### src/hdl/sle_pkg.sv
`timescale 1ns / 1ps
// ----------------------------------------------------------------------------
// sle_pkg
// Shared types and codes of the list engine: item structs, opcodes, status
// codes and the command/status bundles between controller and datapath.
// ----------------------------------------------------------------------------
package sle_pkg;

  localparam int OP_W     = 3;
  localparam int POS_W    = 5;
  localparam int VALUE_W  = 32;
  localparam int STATUS_W = 3;
  localparam int INDEX_W  = 4;
  localparam int COUNT_W  = 5;

  typedef enum logic [OP_W-1:0] {
    OP_PUSH_BACK  = 3'd0,
    OP_PUSH_FRONT = 3'd1,
    OP_POP_BACK   = 3'd2,
    OP_POP_FRONT  = 3'd3,
    OP_INSERT     = 3'd4,
    OP_ERASE      = 3'd5,
    OP_FIND       = 3'd6,
    OP_DUMP       = 3'd7
  } op_t;

  typedef enum logic [STATUS_W-1:0] {
    ST_OK       = 3'd0,
    ST_FULL     = 3'd1,
    ST_EMPTY    = 3'd2,
    ST_BADPOS   = 3'd3,
    ST_NOTFOUND = 3'd4
  } status_t;

  // walk index update
  typedef enum logic [2:0] {
    IDX_HOLD = 3'd0,
    IDX_ZERO = 3'd1,
    IDX_CNT  = 3'd2,
    IDX_POS1 = 3'd3,
    IDX_INC  = 3'd4,
    IDX_DEC  = 3'd5
  } idx_op_t;

  typedef struct packed {
    op_t                       op;
    logic [POS_W-1:0]          pos;
    logic signed [VALUE_W-1:0] value;
  } sle_in_t;

  typedef struct packed {
    status_t                   status;
    logic [INDEX_W-1:0]        index;
    logic signed [VALUE_W-1:0] data;
    logic [COUNT_W-1:0]        count;
    logic                      last;
  } sle_out_t;

  typedef struct packed {
    logic    take;       // latch the input item
    logic    rd;         // RAM read
    logic    wr;         // RAM write
    logic    prev;       // address idx-1 instead of idx
    logic    put;        // write value at effective position
    logic    cnt_inc;
    logic    cnt_dec;
    idx_op_t idx_op;
    logic    out_load;
    status_t out_status;
    logic    use_idx;
    logic    use_data;
    logic    last;
  } sle_cmd_t;

  typedef struct packed {
    op_t  op;
    logic empty;
    logic full;
    logic pos_gt_cnt;
    logic pos_ge_cnt;
    logic idx_gt_pos;
    logic idx_lt_cnt;
    logic match;
    logic dump_last;
    logic out_free;
  } sle_sts_t;

endpackage

### src/hdl/sequential_list_engine.sv
`timescale 1ns / 1ps
// ----------------------------------------------------------------------------
// sequential_list_engine
// Bounded ordered list of signed words with push/pop at both ends, insert
// and erase at a position, find and dump.
// ----------------------------------------------------------------------------
// Usage:
//   in_item  (valid/ready): one command item {op, pos, value}.
//   out_item (valid/ready): result items {status, index, data, count, last}.
//   Every command gives one result item, except a dump of a non-empty list,
//   which gives one item per element with last set on the final one.
// Sequencing from acceptance to result loaded:
//   pop back, full/empty/bad-position rejects: straight to the result
//   insert/push:  shifts entries from the position up by one, top first
//   erase/pop front: shifts the entries above the position down by one
//   find: compares entries from index 0 until a match or the count
//   dump: reads each element, then loads it as a result item
//   The walk goes through the element RAM one entry at a time (read,
//   then write or compare), so long commands walk up to DEPTH entries.
// One command is worked at a time; in_ready is high only when the
// sequencer is idle. Results sit in an output register, so the next command
// is taken while the last result still waits. A stalled receiver holds the
// sequencer on its next result; nothing is dropped.
// Reset (rst_n low, synchronous) empties the list; element RAM contents are
// not cleared and entries at or above the count are never read.
// ----------------------------------------------------------------------------
module sequential_list_engine import sle_pkg::*; #(
  parameter int DEPTH      = 16,
  parameter int DATA_WIDTH = 32
) (
  input  logic     clk,
  input  logic     rst_n,
  input  logic     in_valid,
  output logic     in_ready,
  input  sle_in_t  in_item,
  output logic     out_valid,
  input  logic     out_ready,
  output sle_out_t out_item
);

  sle_cmd_t cmd;
  sle_sts_t sts;

  // sequencer
  sle_ctrl u_ctrl (
    .clk      (clk),
    .rst_n    (rst_n),
    .in_valid (in_valid),
    .in_ready (in_ready),
    .sts      (sts),
    .cmd      (cmd)
  );

  // store, counters and output register
  sle_dpath #(
    .DEPTH      (DEPTH),
    .DATA_WIDTH (DATA_WIDTH)
  ) u_dpath (
    .clk       (clk),
    .rst_n     (rst_n),
    .in_item   (in_item),
    .cmd       (cmd),
    .sts       (sts),
    .out_valid (out_valid),
    .out_ready (out_ready),
    .out_item  (out_item)
  );

endmodule

### src/hdl/sle_ram.sv
`timescale 1ns / 1ps
// ----------------------------------------------------------------------------
// sle_ram
// Generic single-write, single-read RAM with registered read data.
// ----------------------------------------------------------------------------
module sle_ram #(
  parameter int WIDTH = 32,
  parameter int DEPTH = 16
) (
  input  logic                     clk,
  input  logic                     we,
  input  logic [$clog2(DEPTH)-1:0] waddr,
  input  logic [WIDTH-1:0]         wdata,
  input  logic                     re,
  input  logic [$clog2(DEPTH)-1:0] raddr,
  output logic [WIDTH-1:0]         rdata
);

  logic [WIDTH-1:0] mem [DEPTH];
  logic [WIDTH-1:0] rdata_r;

  always_ff @(posedge clk) begin
    if (we) begin
      mem[waddr] <= wdata;
    end
    if (re) begin
      rdata_r <= mem[raddr];
    end
  end

  assign rdata = rdata_r;

endmodule

### src/hdl/sle_dpath.sv
`timescale 1ns / 1ps
// ----------------------------------------------------------------------------
// sle_dpath
// List datapath: element RAM, fill count, walk index, command latch and
// output register.
// ----------------------------------------------------------------------------
module sle_dpath import sle_pkg::*; #(
  parameter int DEPTH      = 16,
  parameter int DATA_WIDTH = 32
) (
  input  logic     clk,
  input  logic     rst_n,
  input  sle_in_t  in_item,
  input  sle_cmd_t cmd,
  output sle_sts_t sts,
  output logic     out_valid,
  input  logic     out_ready,
  output sle_out_t out_item
);

  localparam int IW = $clog2(DEPTH);
  localparam int XW = IW + 1;
  localparam int CW = $clog2(DEPTH + 1);
  localparam int PW = (XW > POS_W) ? XW : POS_W;

  op_t                  op_r;
  logic [POS_W-1:0]     pos_r;
  logic [DATA_WIDTH-1:0] val_r;
  logic [DATA_WIDTH-1:0] val_nxt;
  logic [CW-1:0]        cnt_r, cnt_nxt;
  logic [XW-1:0]        idx_r, idx_nxt;
  logic [XW-1:0]        idx_m1;
  logic [PW-1:0]        epos;
  logic [PW-1:0]        cnt_w, idx_w;
  logic                 out_valid_r, out_valid_nxt;
  sle_out_t             out_r, out_nxt;

  logic                  ram_we, ram_re;
  logic [IW-1:0]         ram_waddr, ram_raddr;
  logic [DATA_WIDTH-1:0] ram_wdata, ram_rdata;

  logic [95:0]           val_ext;
  logic signed [63:0]    data_ext;
  logic [63:0]           idx_ext, cnt_ext;

  // value: low DATA_WIDTH bits, zero above 32
  assign val_ext = 96'($unsigned(in_item.value));
  assign val_nxt = val_ext[DATA_WIDTH-1:0];

  assign cnt_w  = PW'(cnt_r);
  assign idx_w  = PW'(idx_r);
  assign idx_m1 = idx_r - XW'(1);

  always_comb begin
    unique case (op_r)
      OP_PUSH_BACK:              epos = cnt_w;
      OP_PUSH_FRONT, OP_POP_FRONT: epos = '0;
      default:                   epos = PW'(pos_r);
    endcase
  end

  // RAM ports
  assign ram_re    = cmd.rd;
  assign ram_raddr = cmd.prev ? idx_m1[IW-1:0] : idx_r[IW-1:0];
  assign ram_we    = cmd.wr;
  assign ram_waddr = cmd.put ? epos[IW-1:0]
                   : (cmd.prev ? idx_m1[IW-1:0] : idx_r[IW-1:0]);
  assign ram_wdata = cmd.put ? val_r : ram_rdata;

  sle_ram #(
    .WIDTH (DATA_WIDTH),
    .DEPTH (DEPTH)
  ) u_ram (
    .clk   (clk),
    .we    (ram_we),
    .waddr (ram_waddr),
    .wdata (ram_wdata),
    .re    (ram_re),
    .raddr (ram_raddr),
    .rdata (ram_rdata)
  );

  // status toward the controller
  always_comb begin
    sts.op         = op_r;
    sts.empty      = (cnt_r == '0);
    sts.full       = (cnt_r == CW'(DEPTH));
    sts.pos_gt_cnt = (epos > cnt_w);
    sts.pos_ge_cnt = (epos >= cnt_w);
    sts.idx_gt_pos = (idx_w > epos);
    sts.idx_lt_cnt = (idx_w < cnt_w);
    sts.match      = (ram_rdata == val_r);
    sts.dump_last  = ((idx_w + PW'(1)) == cnt_w);
    sts.out_free   = !out_valid_r || out_ready;
  end

  always_comb begin
    cnt_nxt = cnt_r;
    if (cmd.cnt_inc) begin
      cnt_nxt = cnt_r + CW'(1);
    end else if (cmd.cnt_dec) begin
      cnt_nxt = cnt_r - CW'(1);
    end
  end

  always_comb begin
    unique case (cmd.idx_op)
      IDX_HOLD: idx_nxt = idx_r;
      IDX_ZERO: idx_nxt = '0;
      IDX_CNT:  idx_nxt = XW'(cnt_r);
      IDX_POS1: idx_nxt = XW'(epos + PW'(1));
      IDX_INC:  idx_nxt = idx_r + XW'(1);
      IDX_DEC:  idx_nxt = idx_m1;
      default:  idx_nxt = idx_r;
    endcase
  end

  // result formatting: dump data sign-extended from DATA_WIDTH
  assign data_ext = 64'($signed(ram_rdata));
  assign idx_ext  = 64'(idx_r);
  assign cnt_ext  = 64'(cnt_r);

  always_comb begin
    out_valid_nxt = out_valid_r;
    out_nxt       = out_r;
    if (cmd.out_load) begin
      out_valid_nxt  = 1'b1;
      out_nxt.status = cmd.out_status;
      out_nxt.index  = cmd.use_idx ? idx_ext[INDEX_W-1:0] : '0;
      out_nxt.data   = cmd.use_data ? data_ext[VALUE_W-1:0] : '0;
      out_nxt.count  = cnt_ext[COUNT_W-1:0];
      out_nxt.last   = cmd.last;
    end else if (out_ready) begin
      out_valid_nxt = 1'b0;
    end
  end

  always_ff @(posedge clk) begin
    if (!rst_n) begin
      cnt_r       <= '0;
      out_valid_r <= 1'b0;
    end else begin
      cnt_r       <= cnt_nxt;
      out_valid_r <= out_valid_nxt;
    end
  end

  always_ff @(posedge clk) begin
    if (cmd.take) begin
      op_r  <= in_item.op;
      pos_r <= in_item.pos;
      val_r <= val_nxt;
    end
    idx_r <= idx_nxt;
    out_r <= out_nxt;
  end

  assign out_valid = out_valid_r;
  assign out_item  = out_r;

  a_cnt_bound: assert property (@(posedge clk) disable iff (!rst_n)
    cnt_r <= CW'(DEPTH))
    else $error("fill count above capacity");

  a_no_grow_full: assert property (@(posedge clk) disable iff (!rst_n)
    cmd.cnt_inc |-> (cnt_r != CW'(DEPTH)))
    else $error("count increment while full");

  a_no_shrink_empty: assert property (@(posedge clk) disable iff (!rst_n)
    cmd.cnt_dec |-> (cnt_r != '0))
    else $error("count decrement while empty");

endmodule

### src/hdl/sle_ctrl.sv
`timescale 1ns / 1ps
// ----------------------------------------------------------------------------
// sle_ctrl
// Command sequencer: decodes the latched item, walks the store and hands
// results to the output register.
// ----------------------------------------------------------------------------
module sle_ctrl import sle_pkg::*; (
  input  logic     clk,
  input  logic     rst_n,
  input  logic     in_valid,
  output logic     in_ready,
  input  sle_sts_t sts,
  output sle_cmd_t cmd
);

  typedef enum logic [3:0] {
    S_IDLE,
    S_DECIDE,
    S_INS_RD,
    S_INS_WR,
    S_ERS_RD,
    S_ERS_WR,
    S_FND_RD,
    S_FND_CMP,
    S_DMP_RD,
    S_DMP_OUT,
    S_RESP
  } state_t;

  state_t  state_r, state_nxt;
  status_t resp_r, resp_nxt;
  logic    use_idx_r, use_idx_nxt;

  assign in_ready = (state_r == S_IDLE);

  always_comb begin
    state_nxt   = state_r;
    resp_nxt    = resp_r;
    use_idx_nxt = use_idx_r;
    cmd         = '0;
    cmd.idx_op  = IDX_HOLD;
    cmd.out_status = ST_OK;
    unique case (state_r)
      S_IDLE: begin
        if (in_valid) begin
          cmd.take  = 1'b1;
          state_nxt = S_DECIDE;
        end
      end
      S_DECIDE: begin
        use_idx_nxt = 1'b0;
        resp_nxt    = ST_OK;
        unique case (sts.op)
          OP_PUSH_BACK, OP_PUSH_FRONT, OP_INSERT: begin
            if (sts.pos_gt_cnt) begin
              resp_nxt  = ST_BADPOS;
              state_nxt = S_RESP;
            end else if (sts.full) begin
              resp_nxt  = ST_FULL;
              state_nxt = S_RESP;
            end else begin
              cmd.idx_op = IDX_CNT;
              state_nxt  = S_INS_RD;
            end
          end
          OP_POP_BACK: begin
            if (sts.empty) begin
              resp_nxt = ST_EMPTY;
            end else begin
              cmd.cnt_dec = 1'b1;
            end
            state_nxt = S_RESP;
          end
          OP_POP_FRONT, OP_ERASE: begin
            if (sts.empty) begin
              resp_nxt  = ST_EMPTY;
              state_nxt = S_RESP;
            end else if (sts.pos_ge_cnt) begin
              resp_nxt  = ST_BADPOS;
              state_nxt = S_RESP;
            end else begin
              cmd.idx_op = IDX_POS1;
              state_nxt  = S_ERS_RD;
            end
          end
          OP_FIND: begin
            cmd.idx_op = IDX_ZERO;
            state_nxt  = S_FND_RD;
          end
          OP_DUMP: begin
            if (sts.empty) begin
              resp_nxt  = ST_EMPTY;
              state_nxt = S_RESP;
            end else begin
              cmd.idx_op = IDX_ZERO;
              state_nxt  = S_DMP_RD;
            end
          end
          default: state_nxt = S_IDLE;
        endcase
      end
      // shift up from the top, then drop the value in
      S_INS_RD: begin
        if (sts.idx_gt_pos) begin
          cmd.rd    = 1'b1;
          cmd.prev  = 1'b1;
          state_nxt = S_INS_WR;
        end else begin
          cmd.wr      = 1'b1;
          cmd.put     = 1'b1;
          cmd.cnt_inc = 1'b1;
          resp_nxt    = ST_OK;
          state_nxt   = S_RESP;
        end
      end
      S_INS_WR: begin
        cmd.wr     = 1'b1;
        cmd.idx_op = IDX_DEC;
        state_nxt  = S_INS_RD;
      end
      // shift down from just above the erased slot
      S_ERS_RD: begin
        if (sts.idx_lt_cnt) begin
          cmd.rd    = 1'b1;
          state_nxt = S_ERS_WR;
        end else begin
          cmd.cnt_dec = 1'b1;
          resp_nxt    = ST_OK;
          state_nxt   = S_RESP;
        end
      end
      S_ERS_WR: begin
        cmd.wr     = 1'b1;
        cmd.prev   = 1'b1;
        cmd.idx_op = IDX_INC;
        state_nxt  = S_ERS_RD;
      end
      S_FND_RD: begin
        if (sts.idx_lt_cnt) begin
          cmd.rd    = 1'b1;
          state_nxt = S_FND_CMP;
        end else begin
          resp_nxt  = ST_NOTFOUND;
          state_nxt = S_RESP;
        end
      end
      S_FND_CMP: begin
        if (sts.match) begin
          resp_nxt    = ST_OK;
          use_idx_nxt = 1'b1;
          state_nxt   = S_RESP;
        end else begin
          cmd.idx_op = IDX_INC;
          state_nxt  = S_FND_RD;
        end
      end
      S_DMP_RD: begin
        cmd.rd    = 1'b1;
        state_nxt = S_DMP_OUT;
      end
      S_DMP_OUT: begin
        if (sts.out_free) begin
          cmd.out_load   = 1'b1;
          cmd.out_status = ST_OK;
          cmd.use_idx    = 1'b1;
          cmd.use_data   = 1'b1;
          cmd.last       = sts.dump_last;
          if (sts.dump_last) begin
            state_nxt = S_IDLE;
          end else begin
            cmd.idx_op = IDX_INC;
            state_nxt  = S_DMP_RD;
          end
        end
      end
      S_RESP: begin
        if (sts.out_free) begin
          cmd.out_load   = 1'b1;
          cmd.out_status = resp_r;
          cmd.use_idx    = use_idx_r;
          cmd.last       = 1'b1;
          state_nxt      = S_IDLE;
        end
      end
      default: state_nxt = S_IDLE;
    endcase
  end

  always_ff @(posedge clk) begin
    if (!rst_n) begin
      state_r   <= S_IDLE;
      resp_r    <= ST_OK;
      use_idx_r <= 1'b0;
    end else begin
      state_r   <= state_nxt;
      resp_r    <= resp_nxt;
      use_idx_r <= use_idx_nxt;
    end
  end

  a_busy_after_take: assert property (@(posedge clk) disable iff (!rst_n)
    (in_valid && in_ready) |=> !in_ready)
    else $error("new item taken while busy");

  a_load_when_free: assert property (@(posedge clk) disable iff (!rst_n)
    cmd.out_load |-> sts.out_free)
    else $error("output register overwritten");

  a_last_ends_cmd: assert property (@(posedge clk) disable iff (!rst_n)
    (cmd.out_load && cmd.last) |=> (state_r == S_IDLE))
    else $error("final result without return to idle");

  a_rd_wr_excl: assert property (@(posedge clk) disable iff (!rst_n)
    !(cmd.rd && cmd.wr))
    else $error("RAM read and write in one cycle");

endmodule
### config.mk
export PLATFORM = sky130hd
export DESIGN_NAME = sequential_list_engine
export DESIGN_NICKNAME = d
export VERILOG_FILES = /design/src/hdl/sle_pkg.sv /design/src/hdl/sequential_list_engine.sv /design/src/hdl/sle_ram.sv /design/src/hdl/sle_dpath.sv /design/src/hdl/sle_ctrl.sv
export SDC_FILE = /design/constraint.sdc
export NUM_CORES = 1
export LEC_CHECK = 0
export BUFFER_PORTS_ARGS = -buffer_cell sky130_fd_sc_hd__buf_2
export CAP_MARGIN = 40
export CORE_ASPECT_RATIO = 0.5
export CORE_MARGIN = 2
export CORE_UTILIZATION = 30
export CTS_CLUSTER_SIZE = 40
export DETAILED_ROUTE_END_ITERATION = 7
export GPL_TIMING_DRIVEN = 0
export SLEW_MARGIN = 0
export SYNTH_ARGS = -nofsm -noshare
export SYNTH_HDL_FRONTEND = slang
export SYNTH_SLANG_ARGS = --single-unit
export TNS_END_PERCENT = 10
### constraint.sdc
create_clock -name clk -period 12 [get_ports clk]
set_clock_uncertainty 0.15 [all_clocks]
set_input_delay 0 -clock clk [delete_from_list [all_inputs] [get_ports clk]]
set_output_delay 0 -clock clk [all_outputs]
set_load 0.005 [all_outputs]
==> run_results.csv <==
group,metric,value,unit
sta,slew_headroom,34.50,%
power_and_ir_drop,p_comb_share,39.9,%
cts,cts-htree-levels,3,
sta,worstMarginPinSlew,0.9760,ns
setup_path,r2r_slack,5.14,ns
detailed_routing,drt_iter0_drc,2431,
setup_path,crit_required,12.17,ns
power_and_ir_drop,max-vdd-ir-drop,108.0,uV
synth,ys.flop_type,"edfxtp_1",
synth,netlist_area,29630,sq um
cts,clkSinkCount,648,
setup_path,r2r_start,"u_dpath.idx_r[0]$_DFFE_PP_",
die,core,97800,sq um
synth,syn-num-nets,1908,
cts,clkLatencyLatePin,0.62,ns
outcome,status,"complete, no violations",
placement,post-dp-hpwl,59430,microns
synth,ys_ff_latch,648,
cts,cts_setup_buffers,0,
detailed_routing,drcViolationCount,0,
cts,cts.reportedPaths.clkPinSlew,0.06,ns
detailed_routing,drt-wirelength-per-cell,24.59,microns
synth,synthCells,1842,
setup_path,worstPathCellList,"buf_2, buf_2, inv_2, buf_1, clkbuf_1, ha_1, nor2b_1, o21ai_0, a211oi_2, buf_4, o21ai_1, clkbuf_1, nand2_1, o22ai_1, nand2_1, nor2_4, buf_16, buf_16",
synth,synth_edf_count,634,
setup_path,endpoint_kind,"flop",
die,initial_core_util,30.30,%
setup_path,cp-endpoint,"u_dpath.u_ram.mem[14][5]$_DFFE_PP_",
detailed_routing,vias_per_cell,5.451,
power_and_ir_drop,p_clk_share,22.1,%
setup_path,critPathMaxFanout,12,
power_and_ir_drop,p_per_area,244.4,nW/um^2
sta,finalSetupTns,0,ns
cts,cts_buffer_depth,3,
setup_path,start_kind,"flop",
detailed_routing,vias,19090,
finish,fillers,9133,
synth,yosys_warnings,0,
hold_path,hold_path.class,"in2reg",
grt,gr-usage-all-layers,16.70,%
sta,setup_violations,0,
power_and_ir_drop,p_leak,11.37,nW
sta,final.period_utilization,57.20,%
die,io_pins,91,
finish,fin_nets,2193,
grt,antenna_found_initial,1,
grt,grt_pass1_wl,124600,microns
setup_path,cpMaxStageDelayCell,"buf_1",
sta,rsz0062_at_grt,"no",
finish,drive_gt1_share,22.33,%
die,die_h,226.2,microns
cts,cts-root-buf,"clkbuf_16",
setup_path,crit_arrival,7.04,ns
placement,io_buffers,90,
synth,synth.distinct_cells,66,
detailed_routing,ant_nets,0,
grt,grt_overflow,0,
cts,cts_resized,0,
sta,report.final.hold_viol_count,0,
synth,yosysSeqAreaShare,65.19,%
detailed_routing,wl,86100,microns
flow_run,maxCapViolations,0,
power_and_ir_drop,sw_frac_of_total,37.21,%
synth,async_reset_ff_share,0,%
setup_path,cp_slowest_stage_delay,0.69,ns
grt,grt_max_degree,33,
placement,place_congestion,0.8753,
die,fp.dieW,448.5,microns
setup_path,critical_path_class,"reg2reg",
die,die-area,101500,sq um
sta,final_max_slew_viol_count,0,
power_and_ir_drop,pwr-share-seq,38.0,%
setup_path,r2r_end,"u_dpath.u_ram.mem[14][5]$_DFFE_PP_",
detailed_routing,first_pass_iters,7,
synth,avgSynthCellArea,16.09,sq um
sta,fin_crit,6.864,ns
grt,grt_pass1_vias,18730,
sta,fmax,145.7,MHz
setup_path,r2r_cells,18,
die,row_count,81,
power_and_ir_drop,internal-power,5.418,mW
power_and_ir_drop,netSwitchingPower,3.211,mW
sta,whs,0.08569,ns
setup_path,startpoint,"u_dpath.idx_r[0]$_DFFE_PP_",
finish,area_growth_syn_to_layout,19.12,%
cts,cts_tree,"done",
cts,cts_buffers,67,
worst max-delay path, delay by kind of cell (launching register included):
family          cells  cell delay (ns)
fa+ha+maj           1             0.27
flops               1             0.39
buf+inv             9             3.30
compound gates      4             1.31
simple gates        4             1.08
Yosys cell counts (6+ instances only):
library cell | number | area [sq um]
mux4_2 | 147 | 3311
mux2_2 | 54 | 608.1
o22ai_1 | 132 | 825.8
buf_4 | 6 | 45.04
clkbuf_1 | 76 | 285.3
nor4_1 | 10 | 62.56
nand2b_1 | 6 | 37.54
xor2_1 | 40 | 350.3
and2_1 | 41 | 256.5
o21ai_0 | 77 | 385.4
a311o_1 | 10 | 100.1
dfxtp_1 | 14 | 280.3
buf_1 | 8 | 30.03
nor2b_1 | 8 | 50.05
and3_1 | 7 | 43.79
nand3_1 | 30 | 150.1
ha_1 | 21 | 262.8
inv_1 | 18 | 67.56
buf_2 | 36 | 180.2
or3_1 | 7 | 43.79
nor2_1 | 53 | 198.9
o221ai_1 | 32 | 280.3
o22a_1 | 20 | 175.2
nor3_1 | 44 | 220.2
a21oi_1 | 40 | 200.2
xnor2_1 | 15 | 131.4
o21ai_1 | 10 | 50.05
o211ai_1 | 24 | 180.2
a22oi_1 | 11 | 82.58
edfxtp_1 | 634 | 19040
mux2i_1 | 102 | 1021
nand2_1 | 54 | 202.7
metal layers:
| layer | share of wire, % | GRT usage (%) | vias up | wire length (microns) |
|---|---|---|---|---|
| li1 | - | - | 8166 | - |
| met1 | 41 | 22.14 | 9887 | 35110 |
| met2 | 48 | 27.62 | 887 | 41510 |
| met3 | 7.0 | 2.294 | 150 | 6064 |
| met4 | 4.0 | 6.930 | 0 | 3408 |
| met5 | 0 | 0 | - | 0 |
per-stage QoR:
stage	std cells	setup slack (ns)	utilization, %	total power [mW]	cell area (sq um)
4_1_cts	3499	5.233	36.09	8.625	35290
3_5_place_dp	3301	5.263	33.23	6.688	32500
3_3_place_gp	3260	3.115	32.46	6.527	31750
6_report	3502	5.136	36.10	8.629	35300
2_1_floorplan	1842	6.734	-	5.412	29630
5_1_grt	3500	4.993	36.09	8.974	35300
how the worst min path moves through the flow:
stage	startpoint	slack [ns]	endpoint	cells after the start
2_1_floorplan	in_item[37]	-0.05	u_dpath.op_r[0]$_DFFE_PP_	0
5_1_grt	rst_n	0.11	u_dpath.cnt_r[1]$_SDFFE_PN0P_	3
4_1_cts	rst_n	0.07	u_dpath.cnt_r[0]$_SDFFE_PN0P_	3
6_report	rst_n	0.09	u_dpath.cnt_r[0]$_SDFFE_PN0P_	3
3_5_place_dp	in_item[3]	0.03	u_dpath.val_r[3]$_DFFE_PP_	1
3_3_place_gp	in_item[36]	0.03	u_dpath.pos_r[4]$_DFFE_PP_	1
power by group through the flow:
stage                     logic (mW)  registers [mW]  clock network [mW]
after floorplan                 2.17            3.25                   0
after global placement          3.19            3.34                   0
after detailed placement        3.37            3.32                   0
after CTS                       3.41            3.28                1.94
after global routing            3.66            3.30                2.02
final                           3.44            3.28                1.91
cell families (layout without fill, tap and decap cells):
logic type / Yosys count / in the layout / synth area share (%)
DFF: 648 / 648 / 65.19
AOI/OAI and AO/OA: 396 / 396 / 8.866
muxes: 303 / 303 / 16.67
and+or+nand+nor: 269 / 269 / 4.480
buffers and inverters: 147 / 477 / 2.090
xor gates and xnor gates: 56 / 56 / 1.718
adders and majority gates: 23 / 23 / 0.9880
other: 0 / 2 / 0
placed cells by master (no fill, tap or decap), types with 11 or more instances in the layout:
master and instances:
a21oi_1 40, a22oi_1 11, and2_1 40, buf_12 17
buf_2 134, clkbuf_1 96, clkbuf_16 69, clkinv_1 12
dfxtp_1 14, dlygate4sd3_1 84, edfxtp_1 634, ha_1 21
inv_1 18, mux2_2 54, mux2i_1 102, mux4_2 147
nand2_1 54, nand3_1 30, nor2_1 37, nor2_4 16
nor3_1 44, o211ai_1 24, o21ai_0 77, o221ai_1 32
o22a_1 20, o22ai_1 132, xnor2_1 15, xor2_1 40
final cells by class:
cell class                      instances  area, sq um  share of cell area, %
Sequential cell                       648        19320                  54.72
Multi-Input combinational cell       1047         9832                  27.85
Timing Repair Buffer                  216         1918                  5.433
Clock buffer                           89         1802                  5.104
Tap cell                             1328         1662                  4.707
Buffer                                126        540.5                  1.531
Clock inverter                         25        145.1                 0.4111
Inverter                               21        78.83                 0.2233
Antenna cell                            2        5.005                0.01418
registers in the layout, indices dropped and copies added, names as in the netlist:
signal	flops
u_ctrl.resp_r	3
u_ctrl.state_r	4
u_ctrl.use_idx_r	1
u_dpath.cnt_r	5
u_dpath.idx_r	5
u_dpath.op_r	3
u_dpath.out_item	45
u_dpath.out_valid	1
u_dpath.pos_r	5
u_dpath.u_ram.mem	512
u_dpath.u_ram.rdata	32
u_dpath.val_r	32
repair_timing:
action	CTS	global route
hold buffers	84	0
endpoints found under the setup margin	0	0
hold endpoints to repair	66	0
Note: power is estimated with default switching activity, not from simulation.
